**src/hdl/tfrp_pkg.sv**
```systemverilog
`default_nettype none

package tfrp_pkg;

  // Width of the line counter; the line_index port shows its low 16 bits.
  localparam int LINE_INDEX_BITS = 16;

  localparam logic [7:0] CH_NUL   = 8'h00;
  localparam logic [7:0] CH_TAB   = 8'h09;
  localparam logic [7:0] CH_NL    = 8'h0A;
  localparam logic [7:0] CH_VT    = 8'h0B;
  localparam logic [7:0] CH_FF    = 8'h0C;
  localparam logic [7:0] CH_CR    = 8'h0D;
  localparam logic [7:0] CH_SPACE = 8'h20;
  localparam logic [7:0] CH_PLUS  = 8'h2B;
  localparam logic [7:0] CH_MINUS = 8'h2D;
  localparam logic [7:0] CH_ZERO  = 8'h30;
  localparam logic [7:0] CH_NINE  = 8'h39;

  localparam logic KIND_TEXT   = 1'b0;
  localparam logic KIND_RECORD = 1'b1;

  typedef enum logic [3:0] {
    PH_SKIP  = 4'b0001,
    PH_SIGN  = 4'b0010,
    PH_DIGIT = 4'b0100,
    PH_DONE  = 4'b1000
  } num_phase_t;

  typedef enum logic [2:0] {
    FP_FLAG = 3'b001,
    FP_QUAL = 3'b010,
    FP_TEXT = 3'b100
  } field_pos_t;

  typedef struct packed {
    logic       valid;
    logic [7:0] text_byte;
    logic       end_of_block;
  } item_t;

  typedef struct packed {
    logic        result_kind;
    logic [7:0]  text_out;
    logic [15:0] flag_value;
    logic [7:0]  quality_value;
    logic [15:0] line_index;
  } result_t;

endpackage

`default_nettype wire

```
**src/hdl/tfrp_in_stage.sv**
```systemverilog
`default_nettype none

module tfrp_in_stage (
  input  wire logic          clk,
  input  wire logic          rst,
  input  wire logic          in_valid,
  output logic               in_stall,
  input  wire logic [7:0]    text_byte,
  input  wire logic          end_of_block,
  input  wire logic          out_free,
  output tfrp_pkg::item_t    item,
  output logic               take
);

  logic       held_valid;
  logic [7:0] held_byte;
  logic       held_eob;
  logic       accept;

  assign take     = held_valid && out_free;
  assign in_stall = held_valid && !out_free;
  assign accept   = in_valid && !in_stall;

  always_ff @(posedge clk) begin
    if (rst) begin
      held_valid <= 1'b0;
    end else begin
      held_valid <= accept || (held_valid && !out_free);
    end
  end

  always_ff @(posedge clk) begin
    if (accept) begin
      held_byte <= text_byte;
      held_eob  <= end_of_block;
    end
  end

  assign item = '{valid: held_valid, text_byte: held_byte, end_of_block: held_eob};

endmodule

`default_nettype wire

```
**src/hdl/tfrp_parse.sv**
```systemverilog
`default_nettype none

module tfrp_parse (
  input  wire logic            clk,
  input  wire logic            rst,
  input  wire tfrp_pkg::item_t item,
  input  wire logic            take,
  output logic                 emit,
  output tfrp_pkg::result_t    result
);

  tfrp_pkg::field_pos_t field_position, field_position_next;
  tfrp_pkg::num_phase_t number_phase, number_phase_next;
  logic [63:0] number_accumulator, number_accumulator_next;
  logic        number_overflow, number_overflow_next;
  logic        number_negative, number_negative_next;
  logic [15:0] held_flag, held_flag_next;
  logic [7:0]  held_quality, held_quality_next;
  logic [tfrp_pkg::LINE_INDEX_BITS-1:0] line_counter, line_counter_next;
  logic        segment_cut, segment_cut_next;

  logic [7:0]  b;
  logic        is_digit;
  logic        is_space;
  logic        is_sign;
  logic [7:0]  digit_wide;
  logic [67:0] scaled;
  logic [15:0] value_low;
  logic [31:0] counter_wide;

  assign b          = item.text_byte;
  assign is_digit   = (b >= tfrp_pkg::CH_ZERO) && (b <= tfrp_pkg::CH_NINE);
  assign is_space   = (b == tfrp_pkg::CH_SPACE) || (b == tfrp_pkg::CH_VT) ||
                      (b == tfrp_pkg::CH_FF) || (b == tfrp_pkg::CH_CR);
  assign is_sign    = (b == tfrp_pkg::CH_PLUS) || (b == tfrp_pkg::CH_MINUS);
  assign digit_wide = b - tfrp_pkg::CH_ZERO;
  // acc * 10 + digit as shift-and-add; any carry past bit 63 is overflow
  assign scaled     = {1'b0, number_accumulator, 3'b000} + {3'b000, number_accumulator, 1'b0}
                      + {64'd0, digit_wide[3:0]};
  assign value_low  = number_overflow ? 16'hFFFF :
                      number_negative ? (16'd0 - number_accumulator[15:0]) :
                      number_accumulator[15:0];
  assign counter_wide = 32'(line_counter);

  always_comb begin
    field_position_next     = field_position;
    number_phase_next       = number_phase;
    number_accumulator_next = number_accumulator;
    number_overflow_next    = number_overflow;
    number_negative_next    = number_negative;
    held_flag_next          = held_flag;
    held_quality_next       = held_quality;
    line_counter_next       = line_counter;
    segment_cut_next        = segment_cut;
    emit                    = 1'b0;
    result                  = '0;

    if (b == tfrp_pkg::CH_NL) begin
      emit                 = 1'b1;
      result.result_kind   = tfrp_pkg::KIND_RECORD;
      result.flag_value    = held_flag;
      result.quality_value = held_quality;
      result.line_index    = counter_wide[15:0];
      line_counter_next    = line_counter + 1'b1;
      field_position_next  = tfrp_pkg::FP_FLAG;
      held_flag_next       = '0;
      held_quality_next    = '0;
      segment_cut_next     = 1'b0;
      number_phase_next       = tfrp_pkg::PH_SKIP;
      number_accumulator_next = '0;
      number_overflow_next    = 1'b0;
      number_negative_next    = 1'b0;
    end else if (b == tfrp_pkg::CH_TAB) begin
      unique case (field_position)
        tfrp_pkg::FP_FLAG: begin
          held_flag_next      = value_low;
          field_position_next = tfrp_pkg::FP_QUAL;
        end
        tfrp_pkg::FP_QUAL: begin
          held_quality_next   = value_low[7:0];
          field_position_next = tfrp_pkg::FP_TEXT;
        end
        default: begin
          emit               = 1'b1;
          result.result_kind = tfrp_pkg::KIND_TEXT;
          result.text_out    = b;
        end
      endcase
      number_phase_next       = tfrp_pkg::PH_SKIP;
      number_accumulator_next = '0;
      number_overflow_next    = 1'b0;
      number_negative_next    = 1'b0;
      segment_cut_next        = 1'b0;
    end else if (field_position != tfrp_pkg::FP_TEXT) begin
      priority if (number_phase == tfrp_pkg::PH_SKIP && is_space) begin
        number_phase_next = number_phase;
      end else if (number_phase == tfrp_pkg::PH_SKIP && is_sign) begin
        number_negative_next = (b == tfrp_pkg::CH_MINUS);
        number_phase_next    = tfrp_pkg::PH_SIGN;
      end else if (number_phase != tfrp_pkg::PH_DONE && is_digit) begin
        if (scaled[67:64] != 4'd0) begin
          number_overflow_next = 1'b1;
        end else begin
          number_accumulator_next = scaled[63:0];
        end
        number_phase_next = tfrp_pkg::PH_DIGIT;
      end else begin
        number_phase_next = tfrp_pkg::PH_DONE;
      end
    end else if (b == tfrp_pkg::CH_NUL) begin
      segment_cut_next = 1'b1;
    end else if (!segment_cut) begin
      emit               = 1'b1;
      result.result_kind = tfrp_pkg::KIND_TEXT;
      result.text_out    = b;
    end

    // block end: drop all parse state and restart line numbering
    if (item.end_of_block) begin
      field_position_next     = tfrp_pkg::FP_FLAG;
      number_phase_next       = tfrp_pkg::PH_SKIP;
      number_accumulator_next = '0;
      number_overflow_next    = 1'b0;
      number_negative_next    = 1'b0;
      held_flag_next          = '0;
      held_quality_next       = '0;
      line_counter_next       = '0;
      segment_cut_next        = 1'b0;
    end
  end

  always_ff @(posedge clk) begin
    if (rst) begin
      field_position     <= tfrp_pkg::FP_FLAG;
      number_phase       <= tfrp_pkg::PH_SKIP;
      number_accumulator <= '0;
      number_overflow    <= 1'b0;
      number_negative    <= 1'b0;
      held_flag          <= '0;
      held_quality       <= '0;
      line_counter       <= '0;
      segment_cut        <= 1'b0;
    end else if (take) begin
      field_position     <= field_position_next;
      number_phase       <= number_phase_next;
      number_accumulator <= number_accumulator_next;
      number_overflow    <= number_overflow_next;
      number_negative    <= number_negative_next;
      held_flag          <= held_flag_next;
      held_quality       <= held_quality_next;
      line_counter       <= line_counter_next;
      segment_cut        <= segment_cut_next;
    end
  end

endmodule

`default_nettype wire

```
**src/hdl/tfrp_out_stage.sv**
```systemverilog
`default_nettype none

module tfrp_out_stage (
  input  wire logic              clk,
  input  wire logic              rst,
  input  wire logic              load,
  input  wire tfrp_pkg::result_t result,
  output logic                   out_free,
  output logic                   out_valid,
  input  wire logic              out_stall,
  output tfrp_pkg::result_t      held
);

  assign out_free = !out_valid || !out_stall;

  always_ff @(posedge clk) begin
    if (rst) begin
      out_valid <= 1'b0;
    end else begin
      out_valid <= load || (out_valid && out_stall);
    end
  end

  always_ff @(posedge clk) begin
    if (load) begin
      held <= result;
    end
  end

endmodule

`default_nettype wire

```
**src/hdl/tab_field_record_parser.sv**
```systemverilog
// Tab-separated record parser: one text byte in, at most one word out.
// Input channel: in_valid / in_stall with text_byte and end_of_block.
// A word is taken at a clock edge where in_valid is high and in_stall low.
// Output channel: out_valid / out_stall with result_kind, text_out,
// flag_value, quality_value and line_index; a word leaves at an edge where
// out_valid is high and out_stall low.
// A taken byte is held in the input register and parsed from there; its
// result, if it has one (number bytes, the two tabs that close the number
// fields and dropped bytes have none), loads into the free output register.
// Throughput: one byte per cycle while out_stall is low; the loop through
// the parse state (the 64-bit multiply-by-ten add) is registered.
// Reset (rst, synchronous) empties both registers, clears the line counter
// and all parse state. The same parse state clears after a byte marked
// end_of_block.
// When out_stall is held, the output word holds, the input register takes
// one more byte if it is empty, and in_stall is high until the word leaves.
`default_nettype none

module tab_field_record_parser (
  input  wire logic        clk,
  input  wire logic        rst,
  input  wire logic        in_valid,
  output logic             in_stall,
  input  wire logic [7:0]  text_byte,
  input  wire logic        end_of_block,
  output logic             out_valid,
  input  wire logic        out_stall,
  output logic             result_kind,
  output logic [7:0]       text_out,
  output logic [15:0]      flag_value,
  output logic [7:0]       quality_value,
  output logic [15:0]      line_index
);

  tfrp_pkg::item_t   item;
  tfrp_pkg::result_t result;
  tfrp_pkg::result_t held;
  logic              take;
  logic              emit;
  logic              out_free;

  tfrp_in_stage u_in (
    .clk          (clk),
    .rst          (rst),
    .in_valid     (in_valid),
    .in_stall     (in_stall),
    .text_byte    (text_byte),
    .end_of_block (end_of_block),
    .out_free     (out_free),
    .item         (item),
    .take         (take)
  );

  tfrp_parse u_parse (
    .clk    (clk),
    .rst    (rst),
    .item   (item),
    .take   (take),
    .emit   (emit),
    .result (result)
  );

  tfrp_out_stage u_out (
    .clk       (clk),
    .rst       (rst),
    .load      (take && emit),
    .result    (result),
    .out_free  (out_free),
    .out_valid (out_valid),
    .out_stall (out_stall),
    .held      (held)
  );

  assign result_kind   = held.result_kind;
  assign text_out      = held.text_out;
  assign flag_value    = held.flag_value;
  assign quality_value = held.quality_value;
  assign line_index    = held.line_index;

endmodule

`default_nettype wire

```
**config.mk**
```make
export PLATFORM = sky130hd
export DESIGN_NAME = tab_field_record_parser
export DESIGN_NICKNAME = d
export VERILOG_FILES = /design/src/hdl/tfrp_pkg.sv /design/src/hdl/tfrp_in_stage.sv /design/src/hdl/tfrp_parse.sv /design/src/hdl/tfrp_out_stage.sv /design/src/hdl/tab_field_record_parser.sv
export SDC_FILE = /design/constraint.sdc
export NUM_CORES = 1
export LEC_CHECK = 0
export ABC_AREA = 1
export BUFFER_PORTS_ARGS = -buffer_cell sky130_fd_sc_hd__buf_2
export CORE_MARGIN = 3
export CORE_UTILIZATION = 40
export DETAILED_ROUTE_END_ITERATION = 10
export GPL_TIMING_DRIVEN = 0
export PLACE_DENSITY_LB_ADDON = 0.3
export SETUP_SLACK_MARGIN = 0.3
export SLEW_MARGIN = 20
export SYNTH_ARGS = -nofsm -noshare
export SYNTH_HDL_FRONTEND = slang
export SYNTH_HIERARCHICAL = 1
export SYNTH_SLANG_ARGS = --single-unit
```
**constraint.sdc**
```tcl
create_clock -name clk -period 2.75 [get_ports clk]
set_input_delay 0.1375 -clock clk [delete_from_list [all_inputs] [get_ports clk]]
set_output_delay 0.1375 -clock clk [all_outputs]
set_load 0.02 [all_outputs]
```
# Yosys cells after proc, flatten, opt, wreduce, memory -nomap -nowiden
# Index checks and enable logic that the tools add are counted.
# classes
n_eq_ne,17
n_mux,61
order_cmp,2
addsub,5
n_reduce_logical,42
# op_table
cell,n
$mux 64,8
$mux 16,8
$add 67x65->68,1
$add 68x4->68,1
$mux 8,7
$eq 8x4->1 const B,5
$mux 4,7
$reduce_bool 4->1,7
$mux 1,25
$eq 8x6->1 const B,3
$mux 9,2
$add 16x1->16 const B,1
$ne 4x2->1 const B,4
$sub 1x16->16 const A,1
$reduce_and 3->1,5
$reduce_and 6->1,2
$logic_and 1x1->1,9
$mux 3,3
$reduce_bool 3->1,3
$ge 8x6->1 const B,1
$le 8x6->1 const B,1
$logic_not 8->1,1
$logic_or 1x1->1,7
$pmux 3 s2,1
other kinds (11),14
# totals
word_cells,145
out_inout_bits,51
input_bits,13
register_bits,174

# Depth between registers and ports, before layout
# logic_depth
ltp_word,11
depth_mapped,24
ltp_nobuf,23

# Hierarchy
# The synthesis kept the hierarchy.
# modules_own_cells
mod,cells_each,instances,area_per_inst_um2,seq_area_each_um2
tfrp_parse,1964,1,11526.1,2282.2
tfrp_out_stage,53,1,1510.2,1491.4
tfrp_in_stage,20,1,341.6,290.3
tab_field_record_parser,2,1,7.5,0.0

# Worst setup path before layout
# Ideal clock, no wire load.
# synth_path
path_type,reg-to-reg
from,register u_in.held_byte[3]
to,register u_parse.number_accumulator[25]
setup_ps,115
slack_ps,-229
path_buffers,2
period_less_slack_ps,2979
required_time_ps,2635
arrival_time_ps,2864
path_stages_with_launch,24
path_cell_list,edfxtp_1 > inv_2 > fa_1 > fa_1 > inv_1 > nand2_1 > nand2_1 > nand3_1 > nand2_1 > nand2_1 > nand2_1 > nand2_1 > nand2_1 > nand2_1 > nand2_1 > nand2_1 > nand2_1 > nor2_1 > nand2_2 > nand2_4 > buf_6 > buf_6 > a21oi_1 > nor2_1
# synth_between
elab_chain_len,10
word_cells_on_any_way,35
classes_between,add/sub (2); order compare (2); eq/ne (11); mux (8); reduce/logical (12)
# synth_lines
item,line,rtl
"start, declared",tfrp_in_stage.sv:16,logic [7:0] held_byte;
"start signal, assigned",tfrp_in_stage.sv:34,held_byte <= text_byte;
$sub 4x1->4,tfrp_parse.sv:36,assign digit_wide = b - tfrp_pkg::CH_ZERO;
$add 68x4->68,tfrp_parse.sv:39,"+ {64'd0, digit_wide[3:0]};"
$mux 64,tfrp_parse.sv:101,if (scaled[67:64] != 4'd0) begin
$mux 64,tfrp_parse.sv:100,end else if (number_phase != tfrp_pkg::PH_DONE && is_digit) begin
$mux 64,tfrp_parse.sv:97,end else if (number_phase == tfrp_pkg::PH_SKIP && is_sign) begin
$mux 64,tfrp_parse.sv:95,priority if (number_phase == tfrp_pkg::PH_SKIP && is_space) begin
$mux 64,tfrp_parse.sv:94,end else if (field_position != tfrp_pkg::FP_TEXT) begin
$mux 64,tfrp_parse.sv:73,end else if (b == tfrp_pkg::CH_TAB) begin
$mux 64,tfrp_parse.sv:58,if (b == tfrp_pkg::CH_NL) begin
$mux 64,tfrp_parse.sv:119,if (item.end_of_block) begin
"end signal, assigned",tfrp_parse.sv:146,number_accumulator <= number_accumulator_next;
"end, declared",tfrp_parse.sv:14,"logic [63:0] number_accumulator, number_accumulator_next;"
# Several ways; a longest one is shown, not always the timed one. The select of a mux whose other input is x is not followed.
# A chain may end at the register's enable or synchronous reset.

# Worst setup path after layout
# layout_path
from,register u_in.held_byte[3]
to,register u_parse.number_accumulator[0]
# layout_between
elab_chain_len,7
word_cells_on_any_way,30
classes_between,add/sub (2); order compare (2); eq/ne (11); mux (3); reduce/logical (12)
# layout_lines
item
branches (longest 7 deep; another with $add 68x4->68)
# Several ways; the timed one is not identified.

==> impl_metrics.prom <==
# TYPE chip_impl_metric gauge
chip_impl_info{name="run_status",value="finished, violations left"} 1
chip_impl_info{name="failing_checks",value="setup timing"} 1
chip_impl_metric{name="clkSinkCount",unit=""} 174
chip_impl_info{name="mostFrequentLayoutCell",value="sky130_fd_sc_hd__nand2_1"} 1
chip_impl_metric{name="first_global_vias",unit=""} 13200
chip_impl_metric{name="globalRouteTotalUtil",unit="%"} 24.1
chip_impl_metric{name="setup_slack",unit="ns"} -0.490
chip_impl_metric{name="die_width",unit="µm"} 189
chip_impl_metric{name="worst_slew_pin_slew",unit="ns"} 0.867
chip_impl_metric{name="insertion_delay",unit="ns"} 0.46
chip_impl_metric{name="total_instance_count_after_detailed_placement",unit=""} 2543
chip_impl_info{name="timing.critical_path.from_type",value="flip-flop"} 1
chip_impl_metric{name="max_freq",unit="MHz"} 309
chip_impl_metric{name="power.density_cell_area",unit="mW/mm²"} 359
chip_impl_metric{name="post_synth.cell_area_avg",unit="µm²"} 6.56
chip_impl_metric{name="report.final.hold_viol_count",unit=""} 0
chip_impl_metric{name="drt-pass1-iter-count",unit=""} 6
chip_impl_metric{name="dieArea",unit="mm²"} 0.0357
chip_impl_metric{name="drtIter0Drc",unit=""} 958
chip_impl_metric{name="floorplan.rows",unit=""} 66
chip_impl_metric{name="critical_path_arrival",unit="ns"} 3.60
chip_impl_metric{name="finalNetCount",unit=""} 2346
chip_impl_info{name="cts_tree",value="done"} 1
chip_impl_metric{name="swShare",unit="%"} 30.2
chip_impl_metric{name="timing.critical_path.fanout_max",unit=""} 7
chip_impl_metric{name="finalSetupViolCount",unit=""} 65
chip_impl_info{name="crit_top_cell",value="sky130_fd_sc_hd__nand2_2"} 1
chip_impl_info{name="layout_common_cells",value="sky130_fd_sc_hd__nand2_1 (488), sky130_fd_sc_hd__inv_1 (279), sky130_fd_sc_hd__nor2_1 (206)"} 1
chip_impl_metric{name="grt_max_degree",unit=""} 20
chip_impl_metric{name="postSynthCellCount",unit=""} 2038
chip_impl_metric{name="avgViaCountPerCell",unit=""} 5.24
chip_impl_metric{name="synth_warnings",unit=""} 6
chip_impl_metric{name="p_total",unit="mW"} 6.19
chip_impl_metric{name="ir_drop",unit="V"} 0.000399
chip_impl_info{name="worst-setup-path-type",value="flip-flop to flip-flop"} 1
chip_impl_metric{name="max_stage_delay",unit="ns"} 0.47
chip_impl_metric{name="hpwl_after_detailed_placement",unit="mm"} 32.9
chip_impl_metric{name="count_of_input_and_output_buffers",unit=""} 63
chip_impl_metric{name="p_int",unit="mW"} 4.32
chip_impl_metric{name="insertedDiodeCount",unit=""} 0
chip_impl_metric{name="crit_buf_inv",unit=""} 3
chip_impl_metric{name="grt_first_pass_wirelength",unit="mm"} 68.1
chip_impl_metric{name="die_h",unit="µm"} 189
chip_impl_metric{name="syn_nets",unit=""} 2182
chip_impl_metric{name="period_needed",unit="ns"} 3.24
chip_impl_metric{name="layout.cells.non_filler",unit=""} 2657
chip_impl_metric{name="clock_power_share",unit="%"} 39.7
chip_impl_info{name="grt_setup_unrepaired",value="true"} 1
chip_impl_metric{name="power.switching",unit="mW"} 1.87
chip_impl_metric{name="number_of_antenna_violations_at_the_first_check_in_global_routing",unit=""} 0
chip_impl_metric{name="grt_remaining_overflow",unit=""} 0
chip_impl_info{name="setup.worst_path.end_class",value="flip-flop"} 1
chip_impl_info{name="crit_slowest_cell",value="sky130_fd_sc_hd__fa_2"} 1
chip_impl_metric{name="utilization",unit="%"} 52.5
chip_impl_metric{name="dr_total_vias",unit=""} 13900
chip_impl_metric{name="final_antenna_net_count",unit=""} 0
chip_impl_metric{name="holdWs",unit="ns"} 0.401
chip_impl_metric{name="cts_buffers",unit=""} 17
chip_impl_metric{name="power_frac_seq",unit="%"} 44.8
chip_impl_metric{name="layout_worst_path_cycle_share",unit="%"} 118
chip_impl_metric{name="synth_area",unit="mm²"} 0.0134
chip_impl_metric{name="final_layout_size_suffix_gt1_share",unit="%"} 22.7
chip_impl_metric{name="clk_transition_reported_paths",unit="ns"} 0.07
chip_impl_info{name="holdCritPathClass",value="input pin to flip-flop"} 1
chip_impl_metric{name="timing.max_slew.rel_slack",unit="%"} 42.2
chip_impl_info{name="cts_root_buffer_type",value="sky130_fd_sc_hd__clkbuf_16"} 1
chip_impl_metric{name="layout-area-overhead-vs-synth",unit="%"} 28.7
chip_impl_metric{name="worst_path_required_time",unit="ns"} 3.11
chip_impl_metric{name="htree_num_levels",unit=""} 4
chip_impl_metric{name="finalMaxSlewViolations",unit=""} 0
chip_impl_metric{name="initial_cell_density_of_the_core",unit="%"} 40.8
chip_impl_metric{name="ctsLongestPathBuffers",unit=""} 2
chip_impl_info{name="critical_path_cell_by_cell",value="inv_2, fa_2, fa_2, inv_2, nand2_2, nand2_2, nand3_2, nand2_2, nand2_2, nand2_4, nand2_4, nand2_4, nand2_4, nand2_2, nand2_2, nand2_2, nor2_4, nand2_4, nand2_8, nand2_8, buf_16, nand2_1, a21oi_1"} 1
chip_impl_metric{name="combPwrFrac",unit="%"} 15.5
chip_impl_metric{name="drc",unit=""} 0
chip_impl_info{name="kind_of_cell_adding_the_most_delay_to_the_critical_path",value="simple AND/OR/NAND/NOR gates"} 1
chip_impl_metric{name="ios",unit=""} 64
chip_impl_metric{name="final.setup_skew",unit="ns"} 0.0181
chip_impl_metric{name="gp_congestion",unit=""} 0.991
chip_impl_metric{name="wire_per_inst",unit="µm"} 16.8
chip_impl_metric{name="timing.max_cap.violations",unit=""} 0
chip_impl_metric{name="routed_wl",unit="mm"} 44.7
chip_impl_metric{name="p_leak",unit="nW"} 8.06
chip_impl_metric{name="core-area",unit="mm²"} 0.0328
[registers in the layout, indices dropped and copies added (netlist names), 3 cells and up]
register and cells:
u_parse/number_phase 4, u_parse/held_quality 8, u_in/held_byte 8, u_parse/field_position 3, u_out/held 49, u_parse/line_counter 16, u_parse/held_flag 16, u_parse/number_accumulator 64
[metrics by stage]
stage	setup slack, ns	cell area, µm²	TNS [ns]
2_1_floorplan	-0.100	13500	-3.52
3_3_place_gp	-0.994	14300	-71.05
3_5_place_dp	-1.03	14300	-77.51
4_1_cts	-0.462	16100	-27.02
5_1_grt	-0.619	17200	-36.83
6_report	-0.490	17200	-28.91
[worst register-to-register path: cells and delay by family (launching register included)]
| kind | cells | cell delay [ns] |
|---|---|---|
| compound gates | 1 | 0.17 |
| fa+ha+maj | 2 | 0.82 |
| flops | 1 | 0.43 |
| simple gates | 17 | 1.40 |
| buf+inv | 3 | 0.34 |
[power by group through the flow]
stage                     Clock, mW  Sequential (mW)  Combinational [mW]
after detailed placement          0             2.83               0.730
after global placement            0             2.82               0.725
after CTS                      2.49             2.77               0.814
final                          2.46             2.77               0.956
after floorplan                   0             2.81               0.541
after global routing           2.59             2.78                1.05
[cell type report]
cell class                 count  area [µm²]
clock buffer                  19         443
sequential                   174        4090
buffer                        49         439
timing repair inverter         4        30.0
timing repair buffer         140        1230
multi-input combinational   1516        9140
clock inverter                13         144
fill                        3220       15600
inverter                     300        1150
tap                          442         553
[per-layer routing]
layer | vias up | track usage, % | share of wire [%] | wire, µm
met4 | 0 | 8.54 | 3.1 | 1390
met3 | 66 | 3.48 | 5.1 | 2270
li1 | 6987 | - | - | -
met5 | - | 0 | 0 | 0
met1 | 6467 | 30.1 | 43 | 19200
met2 | 392 | 42.4 | 49 | 21900
[path summary, 6_finish.rpt]
path                                   endpoint  slack, ns                   from  cells past startpoint
setup / recovery  u_parse/number_accumulator[0]      -0.49      u_in/held_byte[3]                     23
setup reg to reg  u_parse/number_accumulator[0]      -0.49      u_in/held_byte[3]                     23
hold reg to reg           u_parse/held_flag[12]       0.46  u_parse/held_flag[12]                      2
hold / removal                u_in/held_byte[7]       0.40           text_byte[7]                      2
[what timing repair did]
item,CTS,global route
endpoints found under the hold margin,11,0
pin swaps,38,47
cloned,9,7
setup endpoints to repair,131,147
hold buffers,12,0
resized for setup,145,238
setup buffers,30,24
(Power assumes the default switching activity.)
